--- src/hw/rtl/taylor_series_trig_unit_top_defines.svh ---
// Assertion macros shared by the Taylor-series trigonometric unit.
`ifndef TAYLOR_SERIES_TRIG_UNIT_TOP_DEFINES_SVH
`define TAYLOR_SERIES_TRIG_UNIT_TOP_DEFINES_SVH

// Same-cycle implication, checked on the rising edge of clk outside reset.
`define TSTU_ASSERT_IMPLY(lbl, ante, cons) \
  lbl: assert property (@(posedge clk) disable iff (!rst_n) (ante) |-> (cons)) \
    else $error("tstu assertion failed");

// Next-cycle implication, checked on the rising edge of clk outside reset.
`define TSTU_ASSERT_NEXT(lbl, ante, cons) \
  lbl: assert property (@(posedge clk) disable iff (!rst_n) (ante) |=> (cons)) \
    else $error("tstu assertion failed");

`endif

--- src/hw/rtl/tstu_pkg.sv ---
// Types, constants and the series ratio function of the trigonometric unit.
package tstu_pkg;

  // Internal magnitudes are capped at 2^62.
  localparam int MAG_W      = 63;
  localparam int PROD_W     = 2 * MAG_W;
  localparam int SUM_W      = 64;
  localparam int RAT_W      = 16;
  localparam int CNT_W      = 7;
  localparam int K_W        = 8;
  localparam int THR_W      = 16;
  localparam int CFG_IDX_W  = 2;
  localparam int CFG_DATA_W = 16;

  localparam logic [63:0] MAG_CAP     = 64'h4000_0000_0000_0000;
  localparam logic [63:0] HALF_PI_Q62 = 64'h6487_ED51_10B4_611A;

  // Operation codes.
  localparam logic [2:0] OP_SIN  = 3'd0;
  localparam logic [2:0] OP_COS  = 3'd1;
  localparam logic [2:0] OP_TAN  = 3'd2;
  localparam logic [2:0] OP_ASIN = 3'd3;
  localparam logic [2:0] OP_ACOS = 3'd4;
  localparam logic [2:0] OP_ATAN = 3'd5;

  // Status codes.
  localparam logic [1:0] ST_OK      = 2'd0;
  localparam logic [1:0] ST_NOCONV  = 2'd1;
  localparam logic [1:0] ST_TANZERO = 2'd2;
  localparam logic [1:0] ST_SAT     = 2'd3;

  // Configuration register indexes and reset values.
  localparam logic [CFG_IDX_W-1:0] CFG_THRESHOLD = 2'd0;
  localparam logic [CFG_IDX_W-1:0] CFG_MAX_TERMS = 2'd1;
  localparam logic [THR_W-1:0]     THR_RESET     = 16'd168;
  localparam logic [CNT_W-1:0]     MAXT_RESET    = 7'd32;

  typedef enum logic [1:0] {K_SIN, K_COS, K_ASIN, K_ATAN} kind_t;

  // Operand selection for the shared multiply/divide unit.
  typedef enum logic [2:0] {SRC_X2, SRC_TERM, SRC_RATIO, SRC_DIV, SRC_TAN} src_t;

  typedef struct packed {
    logic load_in;
    logic mdu_start;
    src_t src;
    logic save_x2;
    logic init_series;
    logic add_term;
    logic save_mag_mul;
    logic save_mag_div;
    logic end_series;
    logic load_out;
  } cmd_t;

  typedef struct packed {
    logic mdu_busy;
    logic mdu_done;
    logic term_small;
    logic count_hit;
    logic op_unused;
    logic op_tan;
    logic pass2;
    logic cos_zero;
  } sts_t;

  typedef struct packed {
    logic [RAT_W-1:0] num;
    logic [RAT_W-1:0] den;
  } ratio_t;

  // Ratio num/den that turns term k into term k+1, with k the terms added so far.
  function automatic ratio_t ratio_fn(input kind_t kind, input logic [K_W-1:0] k);
    logic [K_W-1:0] two_k;
    logic [K_W-1:0] two_k_m1;
    logic [K_W-1:0] two_k_p1;
    ratio_t r;
    two_k    = k << 1;
    two_k_m1 = two_k - K_W'(1);
    two_k_p1 = two_k + K_W'(1);
    unique case (kind)
      K_SIN: begin
        r.num = RAT_W'(1);
        r.den = RAT_W'(two_k) * RAT_W'(two_k_p1);
      end
      K_COS: begin
        r.num = RAT_W'(1);
        r.den = RAT_W'(two_k_m1) * RAT_W'(two_k);
      end
      K_ASIN: begin
        r.num = RAT_W'(two_k_m1) * RAT_W'(two_k_m1);
        r.den = RAT_W'(two_k) * RAT_W'(two_k_p1);
      end
      K_ATAN: begin
        r.num = RAT_W'(two_k_m1);
        r.den = RAT_W'(two_k_p1);
      end
    endcase
    return r;
  endfunction

endpackage

--- src/hw/rtl/tstu_mdu.sv ---
// Shared iterative unit: shift-add multiplier and restoring divider.
`include "taylor_series_trig_unit_top_defines.svh"

module tstu_mdu #(
  parameter int DIVN_W = 79,
  parameter int DVS_W  = 32,
  parameter int ITER_W = 7
) (
  input  logic                        clk,
  input  logic                        rst_n,
  input  logic                        start,
  input  logic                        is_div,
  input  logic [tstu_pkg::MAG_W-1:0]  a,
  input  logic [tstu_pkg::MAG_W-1:0]  b,
  input  logic [ITER_W-1:0]           nbits,
  input  logic [DIVN_W-1:0]           dividend,
  input  logic [DVS_W-1:0]            divisor,
  output logic                        busy,
  output logic                        done,
  output logic [tstu_pkg::PROD_W-1:0] prod,
  output logic [DIVN_W-1:0]           quot
);

  logic                        busy_r;
  logic                        done_r;
  logic [ITER_W-1:0]           cnt_r;
  logic                        isdiv_r;
  logic [tstu_pkg::PROD_W-1:0] acc_r;
  logic [tstu_pkg::PROD_W-1:0] mcand_r;
  logic [tstu_pkg::MAG_W-1:0]  mplier_r;
  logic [DVS_W-1:0]            rem_r;
  logic [DVS_W-1:0]            dvs_r;
  logic [DIVN_W-1:0]           dvd_r;
  logic [DIVN_W-1:0]           quot_r;
  logic [DVS_W:0]              rem_sh;
  logic [DVS_W:0]              rem_new;
  logic                        fits;

  // One restoring division step: bring in the next dividend bit and try a subtract.
  always_comb begin
    rem_sh  = {rem_r, dvd_r[DIVN_W-1]};
    fits    = rem_sh >= {1'b0, dvs_r};
    rem_new = fits ? (rem_sh - {1'b0, dvs_r}) : rem_sh;
  end

  // Iteration counter and handshake with the controller.
  always_ff @(posedge clk) begin
    if (!rst_n) begin
      busy_r <= 1'b0;
      done_r <= 1'b0;
      cnt_r  <= '0;
    end else begin
      done_r <= 1'b0;
      if (start) begin
        busy_r <= 1'b1;
        cnt_r  <= is_div ? ITER_W'(DIVN_W) : nbits;
      end else if (busy_r) begin
        cnt_r <= cnt_r - ITER_W'(1);
        if (cnt_r == ITER_W'(1)) begin
          busy_r <= 1'b0;
          done_r <= 1'b1;
        end
      end
    end
  end

  // Operand and partial-result registers, one bit per cycle.
  always_ff @(posedge clk) begin
    if (start) begin
      isdiv_r  <= is_div;
      acc_r    <= '0;
      mcand_r  <= tstu_pkg::PROD_W'(a);
      mplier_r <= b;
      rem_r    <= '0;
      dvs_r    <= divisor;
      dvd_r    <= dividend;
      quot_r   <= '0;
    end else if (busy_r) begin
      if (isdiv_r) begin
        rem_r  <= rem_new[DVS_W-1:0];
        dvd_r  <= dvd_r << 1;
        quot_r <= {quot_r[DIVN_W-2:0], fits};
      end else begin
        if (mplier_r[0]) begin
          acc_r <= acc_r + mcand_r;
        end
        mcand_r  <= mcand_r << 1;
        mplier_r <= mplier_r >> 1;
      end
    end
  end

  assign busy = busy_r;
  assign done = done_r;
  assign prod = acc_r;
  assign quot = quot_r;

  `TSTU_ASSERT_NEXT(a_start_sets_busy, start, busy_r)

endmodule

--- src/hw/rtl/tstu_dp.sv ---
// Datapath: configuration, series state, operand selection and result formatting.
`include "taylor_series_trig_unit_top_defines.svh"

module tstu_dp #(
  parameter int DATA_WIDTH = 32,
  parameter int FRAC_BITS  = 24
) (
  input  logic                              clk,
  input  logic                              rst_n,
  input  logic                              cfg_we,
  input  logic [tstu_pkg::CFG_IDX_W-1:0]    cfg_index,
  input  logic [tstu_pkg::CFG_DATA_W-1:0]   cfg_wdata,
  input  logic [2:0]                        in_operation,
  input  logic signed [DATA_WIDTH-1:0]      in_argument,
  input  tstu_pkg::cmd_t                    cmd,
  output tstu_pkg::sts_t                    sts,
  output logic signed [DATA_WIDTH-1:0]      out_result,
  output logic [1:0]                        out_status
);

  localparam int MAG_W  = tstu_pkg::MAG_W;
  localparam int PROD_W = tstu_pkg::PROD_W;
  localparam int SUM_W  = tstu_pkg::SUM_W;
  localparam int DIVN_W = (DATA_WIDTH + FRAC_BITS > MAG_W + tstu_pkg::RAT_W) ?
                          DATA_WIDTH + FRAC_BITS : MAG_W + tstu_pkg::RAT_W;
  localparam int ITER_W = $clog2(DIVN_W + 1);
  localparam logic [63:0] HALF_PI =
    (tstu_pkg::HALF_PI_Q62 + (64'd1 << (61 - FRAC_BITS))) >> (62 - FRAC_BITS);
  localparam logic signed [64:0] CLIP_MAX = (65'sd1 <<< (DATA_WIDTH - 1)) - 65'sd1;
  localparam logic signed [64:0] CLIP_MIN = -(65'sd1 <<< (DATA_WIDTH - 1));
  localparam logic signed [SUM_W-1:0] SUM_CAP = tstu_pkg::MAG_CAP;

  // Saturate a sum to the output range; the top bit flags clipping.
  function automatic logic [DATA_WIDTH:0] clip_fn(input logic signed [SUM_W-1:0] v);
    logic signed [64:0]  w;
    logic [DATA_WIDTH:0] r;
    w = 65'(v);
    if (w > CLIP_MAX) begin
      r = {1'b1, CLIP_MAX[DATA_WIDTH-1:0]};
    end else if (w < CLIP_MIN) begin
      r = {1'b1, CLIP_MIN[DATA_WIDTH-1:0]};
    end else begin
      r = {1'b0, v[DATA_WIDTH-1:0]};
    end
    return r;
  endfunction

  logic [tstu_pkg::THR_W-1:0] thr_r;
  logic [tstu_pkg::CNT_W-1:0] maxt_r;
  logic [2:0]                 op_r;
  logic [MAG_W-1:0]           xmag_r;
  logic                       xneg_r;
  logic                       pass_r;
  logic [MAG_W-1:0]           x2_r;
  logic [MAG_W-1:0]           mag_r;
  logic                       neg_r;
  logic signed [SUM_W-1:0]    sum_r;
  logic [tstu_pkg::CNT_W-1:0] cnt_r;
  logic [tstu_pkg::RAT_W-1:0] num_r;
  logic [tstu_pkg::RAT_W-1:0] den_r;
  logic signed [SUM_W-1:0]    ssum_r;
  logic                       sconv_r;
  logic                       conv_r;
  logic signed [DATA_WIDTH-1:0] out_result_r;
  logic [1:0]                 out_status_r;

  logic [DATA_WIDTH-1:0] arg_u;
  logic [DATA_WIDTH-1:0] arg_mag;
  logic [63:0]           arg_mag64;
  logic [MAG_W-1:0]      xmag_in;
  tstu_pkg::kind_t       kind;
  tstu_pkg::ratio_t      ratio;

  logic                  mdu_div;
  logic [MAG_W-1:0]      mdu_a;
  logic [MAG_W-1:0]      mdu_b;
  logic [ITER_W-1:0]     mdu_nbits;
  logic [DIVN_W-1:0]     mdu_dvd;
  logic [DATA_WIDTH-1:0] mdu_dvs;
  logic                  mdu_busy;
  logic                  mdu_done;
  logic [PROD_W-1:0]     prod;
  logic [DIVN_W-1:0]     quot;
  logic [PROD_W-1:0]     prod_sh;
  logic [MAG_W-1:0]      shr_cap;
  logic [MAG_W-1:0]      quot_cap;

  logic signed [SUM_W-1:0] term_s;
  logic signed [SUM_W-1:0] sum_raw;
  logic signed [SUM_W-1:0] sum_sat;

  logic [DATA_WIDTH:0]     sclip;
  logic [DATA_WIDTH:0]     cclip;
  logic [DATA_WIDTH-1:0]   sbits;
  logic [DATA_WIDTH-1:0]   cbits;
  logic [DATA_WIDTH-1:0]   tan_sm;
  logic [DATA_WIDTH-1:0]   tan_cm;
  logic [DIVN_W-1:0]       tan_dvd;
  logic signed [SUM_W-1:0] tan_val;
  logic signed [SUM_W-1:0] fin_val;
  logic [DATA_WIDTH:0]     fclip;
  logic signed [DATA_WIDTH-1:0] res_nxt;
  logic [1:0]              status_nxt;

  // Configuration registers.
  always_ff @(posedge clk) begin
    if (!rst_n) begin
      thr_r  <= tstu_pkg::THR_RESET;
      maxt_r <= tstu_pkg::MAXT_RESET;
    end else if (cfg_we) begin
      if (cfg_index == tstu_pkg::CFG_THRESHOLD) begin
        thr_r <= cfg_wdata[tstu_pkg::THR_W-1:0];
      end else if (cfg_index == tstu_pkg::CFG_MAX_TERMS) begin
        maxt_r <= cfg_wdata[tstu_pkg::CNT_W-1:0];
      end
    end
  end

  // Magnitude and sign of the incoming argument.
  always_comb begin
    arg_u     = in_argument;
    arg_mag   = arg_u[DATA_WIDTH-1] ? (~arg_u + DATA_WIDTH'(1)) : arg_u;
    arg_mag64 = 64'(arg_mag);
    xmag_in   = (arg_mag64 > tstu_pkg::MAG_CAP) ? tstu_pkg::MAG_CAP[MAG_W-1:0] :
                arg_mag64[MAG_W-1:0];
  end

  // Series kind; tangent runs sine first and cosine second.
  always_comb begin
    unique case (op_r)
      tstu_pkg::OP_SIN:  kind = tstu_pkg::K_SIN;
      tstu_pkg::OP_COS:  kind = tstu_pkg::K_COS;
      tstu_pkg::OP_TAN:  kind = pass_r ? tstu_pkg::K_COS : tstu_pkg::K_SIN;
      tstu_pkg::OP_ASIN: kind = tstu_pkg::K_ASIN;
      tstu_pkg::OP_ACOS: kind = tstu_pkg::K_ASIN;
      default:           kind = tstu_pkg::K_ATAN;
    endcase
  end

  // Operand selection for the shared unit.
  always_comb begin
    mdu_div   = 1'b0;
    mdu_a     = mag_r;
    mdu_b     = x2_r;
    mdu_nbits = ITER_W'(MAG_W);
    mdu_dvd   = prod[DIVN_W-1:0];
    mdu_dvs   = DATA_WIDTH'(den_r);
    unique case (cmd.src)
      tstu_pkg::SRC_X2: begin
        mdu_a = xmag_r;
        mdu_b = xmag_r;
      end
      tstu_pkg::SRC_TERM: begin
        mdu_a = mag_r;
        mdu_b = x2_r;
      end
      tstu_pkg::SRC_RATIO: begin
        mdu_b     = MAG_W'(num_r);
        mdu_nbits = ITER_W'(tstu_pkg::RAT_W);
      end
      tstu_pkg::SRC_DIV: begin
        mdu_div = 1'b1;
      end
      tstu_pkg::SRC_TAN: begin
        mdu_div = 1'b1;
        mdu_dvd = tan_dvd;
        mdu_dvs = tan_cm;
      end
      default: begin
        mdu_div = 1'b0;
      end
    endcase
  end

  tstu_mdu #(
    .DIVN_W (DIVN_W),
    .DVS_W  (DATA_WIDTH),
    .ITER_W (ITER_W)
  ) u_mdu (
    .clk      (clk),
    .rst_n    (rst_n),
    .start    (cmd.mdu_start),
    .is_div   (mdu_div),
    .a        (mdu_a),
    .b        (mdu_b),
    .nbits    (mdu_nbits),
    .dividend (mdu_dvd),
    .divisor  (mdu_dvs),
    .busy     (mdu_busy),
    .done     (mdu_done),
    .prod     (prod),
    .quot     (quot)
  );

  // Fixed-point rescale of a product and capping of both unit results.
  always_comb begin
    prod_sh  = prod >> FRAC_BITS;
    shr_cap  = (prod_sh > PROD_W'(tstu_pkg::MAG_CAP)) ? tstu_pkg::MAG_CAP[MAG_W-1:0] :
               prod_sh[MAG_W-1:0];
    quot_cap = (quot > DIVN_W'(tstu_pkg::MAG_CAP)) ? tstu_pkg::MAG_CAP[MAG_W-1:0] :
               quot[MAG_W-1:0];
  end

  // Signed term added to the running sum, which saturates at the cap.
  always_comb begin
    term_s  = neg_r ? (64'sd0 - $signed({1'b0, mag_r})) : $signed({1'b0, mag_r});
    sum_raw = sum_r + term_s;
    if (sum_raw > SUM_CAP) begin
      sum_sat = SUM_CAP;
    end else if (sum_raw < -SUM_CAP) begin
      sum_sat = -SUM_CAP;
    end else begin
      sum_sat = sum_raw;
    end
    ratio = tstu_pkg::ratio_fn(kind, tstu_pkg::K_W'(cnt_r) + tstu_pkg::K_W'(1));
  end

  // Tangent operands: both sums clipped to the output range first.
  always_comb begin
    sclip   = clip_fn(ssum_r);
    cclip   = clip_fn(sum_r);
    sbits   = sclip[DATA_WIDTH-1:0];
    cbits   = cclip[DATA_WIDTH-1:0];
    tan_sm  = sbits[DATA_WIDTH-1] ? (~sbits + DATA_WIDTH'(1)) : sbits;
    tan_cm  = cbits[DATA_WIDTH-1] ? (~cbits + DATA_WIDTH'(1)) : cbits;
    tan_dvd = DIVN_W'(tan_sm) << FRAC_BITS;
    tan_val = (sbits[DATA_WIDTH-1] != cbits[DATA_WIDTH-1]) ?
              (64'sd0 - $signed({1'b0, quot_cap})) : $signed({1'b0, quot_cap});
  end

  // Final value and status of the item.
  always_comb begin
    unique case (op_r)
      tstu_pkg::OP_SIN, tstu_pkg::OP_COS, tstu_pkg::OP_ASIN, tstu_pkg::OP_ATAN: begin
        fin_val = sum_r;
      end
      tstu_pkg::OP_ACOS: fin_val = $signed(HALF_PI) - sum_r;
      tstu_pkg::OP_TAN:  fin_val = tan_val;
      default:           fin_val = '0;
    endcase
    fclip = clip_fn(fin_val);
    priority if (op_r > tstu_pkg::OP_ATAN) begin
      res_nxt    = '0;
      status_nxt = tstu_pkg::ST_OK;
    end else if (op_r == tstu_pkg::OP_TAN && sum_r == '0) begin
      res_nxt    = '0;
      status_nxt = tstu_pkg::ST_TANZERO;
    end else begin
      res_nxt = fclip[DATA_WIDTH-1:0];
      if (!conv_r) begin
        status_nxt = tstu_pkg::ST_NOCONV;
      end else if (fclip[DATA_WIDTH]) begin
        status_nxt = tstu_pkg::ST_SAT;
      end else begin
        status_nxt = tstu_pkg::ST_OK;
      end
    end
  end

  // Series state, updated on controller commands.
  always_ff @(posedge clk) begin
    if (cmd.load_in) begin
      op_r   <= in_operation;
      xmag_r <= xmag_in;
      xneg_r <= in_argument[DATA_WIDTH-1];
      pass_r <= 1'b0;
    end
    if (cmd.save_x2) begin
      x2_r <= shr_cap;
    end
    if (cmd.init_series) begin
      mag_r <= (kind == tstu_pkg::K_COS) ? (MAG_W'(1) << FRAC_BITS) : xmag_r;
      neg_r <= (kind == tstu_pkg::K_COS) ? 1'b0 : xneg_r;
      sum_r <= '0;
      cnt_r <= '0;
    end
    if (cmd.add_term) begin
      sum_r <= sum_sat;
      cnt_r <= cnt_r + tstu_pkg::CNT_W'(1);
      num_r <= ratio.num;
      den_r <= ratio.den;
      if (kind != tstu_pkg::K_ASIN) begin
        neg_r <= !neg_r;
      end
    end
    if (cmd.save_mag_mul) begin
      mag_r <= shr_cap;
    end
    if (cmd.save_mag_div) begin
      mag_r <= quot_cap;
    end
    if (cmd.end_series) begin
      if (op_r == tstu_pkg::OP_TAN && !pass_r) begin
        ssum_r  <= sum_r;
        sconv_r <= sts.term_small;
        pass_r  <= 1'b1;
      end else begin
        conv_r <= sts.term_small && (op_r != tstu_pkg::OP_TAN || sconv_r);
      end
    end
    if (cmd.load_out) begin
      out_result_r <= res_nxt;
      out_status_r <= status_nxt;
    end
  end

  // Status towards the controller.
  always_comb begin
    sts.mdu_busy   = mdu_busy;
    sts.mdu_done   = mdu_done;
    sts.term_small = mag_r <= MAG_W'(thr_r);
    sts.count_hit  = cnt_r >= maxt_r;
    sts.op_unused  = op_r > tstu_pkg::OP_ATAN;
    sts.op_tan     = op_r == tstu_pkg::OP_TAN;
    sts.pass2      = pass_r;
    sts.cos_zero   = sum_r == '0;
  end

  assign out_result = out_result_r;
  assign out_status = out_status_r;

  `TSTU_ASSERT_NEXT(a_count_in_limit, cmd.add_term, cnt_r <= maxt_r)
  `TSTU_ASSERT_IMPLY(a_tan_divisor_nonzero, cmd.mdu_start && cmd.src == tstu_pkg::SRC_TAN, tan_cm != '0)

endmodule

--- src/hw/rtl/tstu_ctrl.sv ---
// Controller: sequences the series terms and the input and output beats.
`include "taylor_series_trig_unit_top_defines.svh"

module tstu_ctrl (
  input  logic           clk,
  input  logic           rst_n,
  input  logic           in_valid,
  output logic           in_stall,
  output logic           out_valid,
  input  logic           out_stall,
  input  tstu_pkg::sts_t sts,
  output tstu_pkg::cmd_t cmd
);

  typedef enum logic [14:0] {
    S_IDLE     = 15'b000000000000001,
    S_X2_GO    = 15'b000000000000010,
    S_X2_WAIT  = 15'b000000000000100,
    S_INIT     = 15'b000000000001000,
    S_CHECK    = 15'b000000000010000,
    S_M1_GO    = 15'b000000000100000,
    S_M1_WAIT  = 15'b000000001000000,
    S_M2_GO    = 15'b000000010000000,
    S_M2_WAIT  = 15'b000000100000000,
    S_DV_GO    = 15'b000001000000000,
    S_DV_WAIT  = 15'b000010000000000,
    S_TCHK     = 15'b000100000000000,
    S_TDV_GO   = 15'b001000000000000,
    S_TDV_WAIT = 15'b010000000000000,
    S_DONE     = 15'b100000000000000
  } state_t;

  state_t state_r;
  state_t state_nxt;
  logic   out_valid_r;
  logic   out_valid_nxt;

  // Next state and command decode.
  always_comb begin
    cmd       = '0;
    cmd.src   = tstu_pkg::SRC_X2;
    state_nxt = state_r;
    unique case (state_r)
      S_IDLE: begin
        if (in_valid) begin
          cmd.load_in = 1'b1;
          state_nxt   = S_X2_GO;
        end
      end
      S_X2_GO: begin
        if (sts.op_unused) begin
          state_nxt = S_DONE;
        end else begin
          cmd.mdu_start = 1'b1;
          cmd.src       = tstu_pkg::SRC_X2;
          state_nxt     = S_X2_WAIT;
        end
      end
      S_X2_WAIT: begin
        if (sts.mdu_done) begin
          cmd.save_x2 = 1'b1;
          state_nxt   = S_INIT;
        end
      end
      S_INIT: begin
        cmd.init_series = 1'b1;
        state_nxt       = S_CHECK;
      end
      S_CHECK: begin
        if (sts.term_small || sts.count_hit) begin
          cmd.end_series = 1'b1;
          if (sts.op_tan && !sts.pass2) begin
            state_nxt = S_INIT;
          end else if (sts.op_tan) begin
            state_nxt = S_TCHK;
          end else begin
            state_nxt = S_DONE;
          end
        end else begin
          cmd.add_term = 1'b1;
          state_nxt    = S_M1_GO;
        end
      end
      S_M1_GO: begin
        cmd.mdu_start = 1'b1;
        cmd.src       = tstu_pkg::SRC_TERM;
        state_nxt     = S_M1_WAIT;
      end
      S_M1_WAIT: begin
        if (sts.mdu_done) begin
          cmd.save_mag_mul = 1'b1;
          state_nxt        = S_M2_GO;
        end
      end
      S_M2_GO: begin
        cmd.mdu_start = 1'b1;
        cmd.src       = tstu_pkg::SRC_RATIO;
        state_nxt     = S_M2_WAIT;
      end
      S_M2_WAIT: begin
        if (sts.mdu_done) begin
          state_nxt = S_DV_GO;
        end
      end
      S_DV_GO: begin
        cmd.mdu_start = 1'b1;
        cmd.src       = tstu_pkg::SRC_DIV;
        state_nxt     = S_DV_WAIT;
      end
      S_DV_WAIT: begin
        if (sts.mdu_done) begin
          cmd.save_mag_div = 1'b1;
          state_nxt        = S_CHECK;
        end
      end
      S_TCHK: begin
        state_nxt = sts.cos_zero ? S_DONE : S_TDV_GO;
      end
      S_TDV_GO: begin
        cmd.mdu_start = 1'b1;
        cmd.src       = tstu_pkg::SRC_TAN;
        state_nxt     = S_TDV_WAIT;
      end
      S_TDV_WAIT: begin
        if (sts.mdu_done) begin
          state_nxt = S_DONE;
        end
      end
      S_DONE: begin
        if (!out_valid_r || !out_stall) begin
          cmd.load_out = 1'b1;
          state_nxt    = S_IDLE;
        end
      end
      default: begin
        state_nxt = S_IDLE;
      end
    endcase
  end

  // Output register holds one finished beat until the receiver takes it.
  assign out_valid_nxt = cmd.load_out || (out_valid_r && out_stall);

  always_ff @(posedge clk) begin
    if (!rst_n) begin
      state_r     <= S_IDLE;
      out_valid_r <= 1'b0;
    end else begin
      state_r     <= state_nxt;
      out_valid_r <= out_valid_nxt;
    end
  end

  assign in_stall  = state_r != S_IDLE;
  assign out_valid = out_valid_r;

  `TSTU_ASSERT_IMPLY(a_start_unit_free, cmd.mdu_start, !sts.mdu_busy)
  `TSTU_ASSERT_IMPLY(a_load_slot_free, cmd.load_out, !out_valid_r || !out_stall)

endmodule

--- src/hw/rtl/taylor_series_trig_unit_top.sv ---
// Top level of the Taylor-series trigonometric unit.
//
// Input channel: in_valid/in_stall with in_operation (0 sin, 1 cos, 2 tan,
// 3 asin, 4 acos, 5 atan) and in_argument in signed fixed point. A beat is
// taken when in_valid is high and in_stall low. Output channel: out_valid/
// out_stall carry out_result (saturated) and out_status (ok, not converged,
// tangent cosine zero, saturated). The cfg_we/cfg_index/cfg_wdata port sets
// the term threshold (index 0) and the term limit (index 1); the user must
// write them only while idle, as the block itself does not enforce this.
// One item is worked on at a time. Each series term runs on one shared
// bit-serial multiply/divide unit: a multiply by x squared, a multiply by
// the ratio numerator and a divide by the ratio denominator. A tangent runs
// two series plus one more divide. Unused operation codes run no series.
// A finished result sits in the output register while the next beat is
// accepted; if the receiver stalls, the unit waits at the end of that next
// item until the register is free. Reset empties the output register,
// returns the controller to idle and restores threshold 168 and limit 32.
module taylor_series_trig_unit_top #(
  parameter int DATA_WIDTH = 32,
  parameter int FRAC_BITS  = 24
) (
  input  logic                            clk,
  input  logic                            rst_n,
  input  logic                            in_valid,
  output logic                            in_stall,
  input  logic [2:0]                      in_operation,
  input  logic signed [DATA_WIDTH-1:0]    in_argument,
  output logic                            out_valid,
  input  logic                            out_stall,
  output logic signed [DATA_WIDTH-1:0]    out_result,
  output logic [1:0]                      out_status,
  input  logic                            cfg_we,
  input  logic [tstu_pkg::CFG_IDX_W-1:0]  cfg_index,
  input  logic [tstu_pkg::CFG_DATA_W-1:0] cfg_wdata
);

  tstu_pkg::cmd_t cmd;
  tstu_pkg::sts_t sts;

  tstu_ctrl u_ctrl (
    .clk       (clk),
    .rst_n     (rst_n),
    .in_valid  (in_valid),
    .in_stall  (in_stall),
    .out_valid (out_valid),
    .out_stall (out_stall),
    .sts       (sts),
    .cmd       (cmd)
  );

  tstu_dp #(
    .DATA_WIDTH (DATA_WIDTH),
    .FRAC_BITS  (FRAC_BITS)
  ) u_dp (
    .clk          (clk),
    .rst_n        (rst_n),
    .cfg_we       (cfg_we),
    .cfg_index    (cfg_index),
    .cfg_wdata    (cfg_wdata),
    .in_operation (in_operation),
    .in_argument  (in_argument),
    .cmd          (cmd),
    .sts          (sts),
    .out_result   (out_result),
    .out_status   (out_status)
  );

endmodule

--- config.mk ---
export PLATFORM = sky130hd
export DESIGN_NAME = taylor_series_trig_unit_top
export DESIGN_NICKNAME = d
export VERILOG_FILES = /design/src/hw/rtl/tstu_pkg.sv /design/src/hw/rtl/tstu_mdu.sv /design/src/hw/rtl/tstu_dp.sv /design/src/hw/rtl/tstu_ctrl.sv /design/src/hw/rtl/taylor_series_trig_unit_top.sv
export VERILOG_INCLUDE_DIRS = /design/src /design/src/hw/rtl
export SDC_FILE = /design/constraint.sdc
export NUM_CORES = 2
export LEC_CHECK = 0
export BUFFER_PORTS_ARGS = -buffer_cell sky130_fd_sc_hd__buf_2
export CORE_ASPECT_RATIO = 0.7
export CORE_MARGIN = 5
export CORE_UTILIZATION = 60
export CTS_CLUSTER_SIZE = 14
export DETAILED_ROUTE_END_ITERATION = 12
export PLACE_DENSITY = 0.87
export SLEW_MARGIN = 20
export SYNTH_ARGS = -nofsm -noshare
export SYNTH_HDL_FRONTEND = slang
export SYNTH_SLANG_ARGS = --single-unit
--- constraint.sdc ---
create_clock -name clk -period 9.1 [get_ports clk]
set_clock_uncertainty 0.1 [all_clocks]
set_input_delay 1.82 -clock clk [delete_from_list [all_inputs] [get_ports clk]]
set_output_delay 1.82 -clock clk [all_outputs]
set_load 0.03 [all_outputs]
==> reports/results.txt <==
Post-Syn Area -> 64000 sq um
Number of global-route vias before repair -> 54950
Net Switching -> 0.005109 W
RePlAce Congestion -> 1.077
Num rows -> 100
Total die area -> 113400 sq um
Adder-cell share of the synthesized area -> 9.131%
CP Cell Sequence -> or4_1 > or4_1 > or2_1 > nor3_2 > nand3_1 > or2_2 > o21ai_0 > xnor2_1 > ha_1 > and3_1 > nand3_1 > nor3_1 > o211ai_1 > nand3_1 > a221oi_1 > xnor2_1 > nor4_1 > nand4_1 > nor3b_1 > nand4b_1 > o21ba_2 > buf_12 > nor4b_1
Flop2flop setup slack -> 0.49 ns
Leak -> 27.70 nW
Setup Fix Bufs, Post-CTS -> 0
Post-synthesis compound-gate area fraction -> 20.20%
Setup CP Type -> flip-flop to flip-flop
Final setup fails -> 0
Hold Crit Class -> flip-flop to flip-flop
Int Power -> 0.009032 W
Combinational Power Share -> 30.4%
Combinational family with the most area after synthesis -> simple AND/OR/NAND/NOR gates
Cts bufs inserted -> 96
CTS max path bufs -> 3
Core area -> 106100 sq um
Worst-Margin Slew -> 1.254 ns
Simple-Gate Fraction of Synth Area -> 20.46%
Net Sw Frac -> 36.13%
Post-synth EDFFs -> 602
Initial antenna violation count -> 8
Outcome -> finished clean
Synth area leaders -> edfxtp_1 (28%), dfxtp_1 (11%), nand2_1 (7.4%)
CP startpoint kind -> flip-flop
Synth unique cells -> 96
Top Ports -> 94
Crit end category -> flip-flop
# H-tree levels -> 3
Post-synth ARST share -> 0%
Total track usage -> 39.30%
TNS Setup -> 0 ns
CP max stage delay -> 0.67 ns
Achievable Freq -> 0.1162 GHz
Total of cells resized after clock tree synthesis -> 0
Post-layout min period -> 8.607 ns
CTS Sinks -> 952
Gr ovfl total -> 0
Clk_lat worst skew -> 0.73 ns
Worst path slowest cell -> a221oi_1
Arrival time at the worst endpoint -> 9.00 ns
Initial Utilization -> 60.31%
Post-synth top area cell -> edfxtp_1
Count of pins over their slew limit -> 0
Placed cell area -> 65440 sq um
Final hold viol count -> 0
Commonest cells after routing, fill and taps aside -> nand2_1 (1258), a21oi_1 (794), edfxtp_1 (602)
CTS Hold Bufs -> 0
Period utilization -> 94.59%
Chip Width -> 400.3 um
# port buffers -> 93
Worst-path clk slew -> 0.07 ns
Synth Register Bits -> 952
Fillers -> 8804
Synth Warn # -> 0
Drt pass-1 iters -> 8
Nets -> 7818
# DRC -> 0
Multi-input gate area -> 36370 sq um
# Max-Cap Violations -> 0
Reg area -> 25090 sq um
Clk pwr share -> 30.8%
Mapped Cells -> 7505
Worst-path fanout max -> 22
Seq pwr share -> 38.9%
Top_reg_cell synth -> edfxtp_1
Die height -> 283.2 um
Data required time of the critical path -> 9.50 ns
Synth-to-Final Area Change -> 7.739%
Peak supply drop -> 0.1992 mV
Net Count, Synth -> 7985
RSZ-0062 raised after global routing -> no
CP dominant cell by count -> nand3_1
Synth Area per Inst -> 8.527 sq um
Routed WL -> 233.4 mm
Multiplexer area fraction after synthesis -> 1.306%
Via Count -> 60551
Layout cells sized above 1 -> 6.051%
Drt wl/cell -> 26.37 um
Power density cells -> 205.1 nW/um^2
CTS tree -> done
Most common cell after layout, fill and taps aside -> nand2_1
Finished Cell Area -> 68950 sq um
Drt initial violations -> 9689
Slew HR -> 16.09%
First-pass GRT wire length -> 346.8 mm
Xor and xnor area share after synthesis -> 5.420%
Clock root cell -> clkbuf_16
Proportion of synthesized chip area in sequential cells -> 39.20%
Yosys top cell area share -> 28.25%
Util after Layout -> 64.98%
HPWL Detailed -> 172.5 mm
Routed Antenna Nets -> 0
Drt via density -> 6.841
Largest net degree at the start of global routing -> 143
==> power groups by stage <==
| stage | combinational, W | clock (W) | sequential, W |
|---|---|---|---|
| 2_1_floorplan | 0.00304 | 0 | 0.00529 |
| 3_3_place_gp | 0.00403 | 0 | 0.00552 |
| 3_5_place_dp | 0.00410 | 0 | 0.00554 |
| 4_1_cts | 0.00414 | 0.00435 | 0.00545 |
| 5_1_grt | 0.00463 | 0.00454 | 0.00549 |
| 6_report | 0.00430 | 0.00435 | 0.00550 |
==> layout make-up <==
class | instances | share of cell area, %
Multi-Input combinational cell | 5832 | 52.75
Timing Repair Buffer | 195 | 1.869
Antenna cell | 3 | 0.01089
Sequential cell | 952 | 36.38
Clock inverter | 49 | 1.005
Tap cell | 1428 | 2.591
Clock buffer | 131 | 3.958
Inverter | 261 | 1.428
==> logic make-up (layout without fill, tap and decap cells) <==
| logic type | count (synthesis) | count (layout) |
|---|---|---|
| compound gates | 2103 | 2103 |
| flops | 952 | 952 |
| fa+ha+maj | 422 | 422 |
| mux | 83 | 83 |
| other cells | 0 | 3 |
| buf+inv | 721 | 636 |
| xor+xnor | 396 | 396 |
| simple gates | 2828 | 2828 |
==> final timing paths <==
path | end | cells past startpoint | start
worst max-delay path | u_dp.sum_r[39]$_SDFFCE_PP0P_ | 23 | u_dp.mag_r[16]$_DFFE_PP_
worst min-delay path | u_dp.u_mdu.quot[73]$_SDFFE_PP0P_ | 2 | u_dp.u_mdu.quot[72]$_SDFFE_PP0P_
worst max register to register | u_dp.sum_r[39]$_SDFFCE_PP0P_ | 23 | u_dp.mag_r[16]$_DFFE_PP_
worst min register to register | u_dp.u_mdu.quot[73]$_SDFFE_PP0P_ | 2 | u_dp.u_mdu.quot[72]$_SDFFE_PP0P_
==> sequential cells by signal, indices dropped and copies added (netlist names), 15 cells and up <==
name                 count
u_dp.out_result         32
u_dp.sum_r              64
u_dp.thr_r              16
u_dp.u_mdu.dvs_r        32
u_dp.ssum_r             64
u_dp.u_mdu.mplier_r     63
u_dp.xmag_r             32
u_dp.mag_r              63
u_dp.u_mdu.quot         79
u_dp.u_mdu.dvd_r        79
u_dp.u_mdu.prod        126
u_dp.u_mdu.mcand_r     126
u_ctrl.state_r          15
u_dp.num_r              15
u_dp.x2_r               63
u_dp.den_r              16
u_dp.u_mdu.rem_r        32
==> routing by layer <==
layer	global-route usage [%]	vias up	part of all wire, %
met5	0	-	0.038
met4	16.18	8	5.4
met3	13.37	775	15
met2	54.08	4268	39
met1	56.46	28609	40
li1	-	26891	-
==> cell usage after synthesis, drive strengths merged, types with 64 or more instances <==
master / instances
nor4: 115
o31ai: 64
ha: 347
nand3: 200
nand4: 89
nor2: 535
inv: 257
edfxtp: 602
xor2: 119
nand2: 1265
dfxtp: 350
xnor2: 277
o21ai: 486
mux2i: 79
clkbuf: 416
and3: 112
fa: 75
a21o: 162
nor3: 155
a21oi: 796
==> critical path, delay by kind of cell (launching register included) <==
kind / cells / cell delay, ns
adders and majority gates: 1 / 0.38
AOI/OAI and AO/OA: 4 / 1.86
buffers and inverters: 1 / 0.26
DFF: 1 / 0.48
and+or+nand+nor: 15 / 4.87
xor gates and xnor gates: 2 / 0.38
==> per-stage QoR <==
step | total power, W | setup WS (ns) | std cells | hold WS (ns)
final | 0.01414 | 0.4927 | 8851 | 0.3600
after global routing | 0.01466 | 0.3164 | 8848 | 0.3766
after floorplan | 0.008334 | 2.399 | 7505 | 0.3244
after global placement | 0.009553 | 1.181 | 8666 | 0.3442
after detailed placement | 0.009640 | 0.9181 | 8666 | 0.3532
after CTS | 0.01394 | 0.8082 | 8846 | 0.3618
Note: power is estimated with default switching activity, not from simulation.
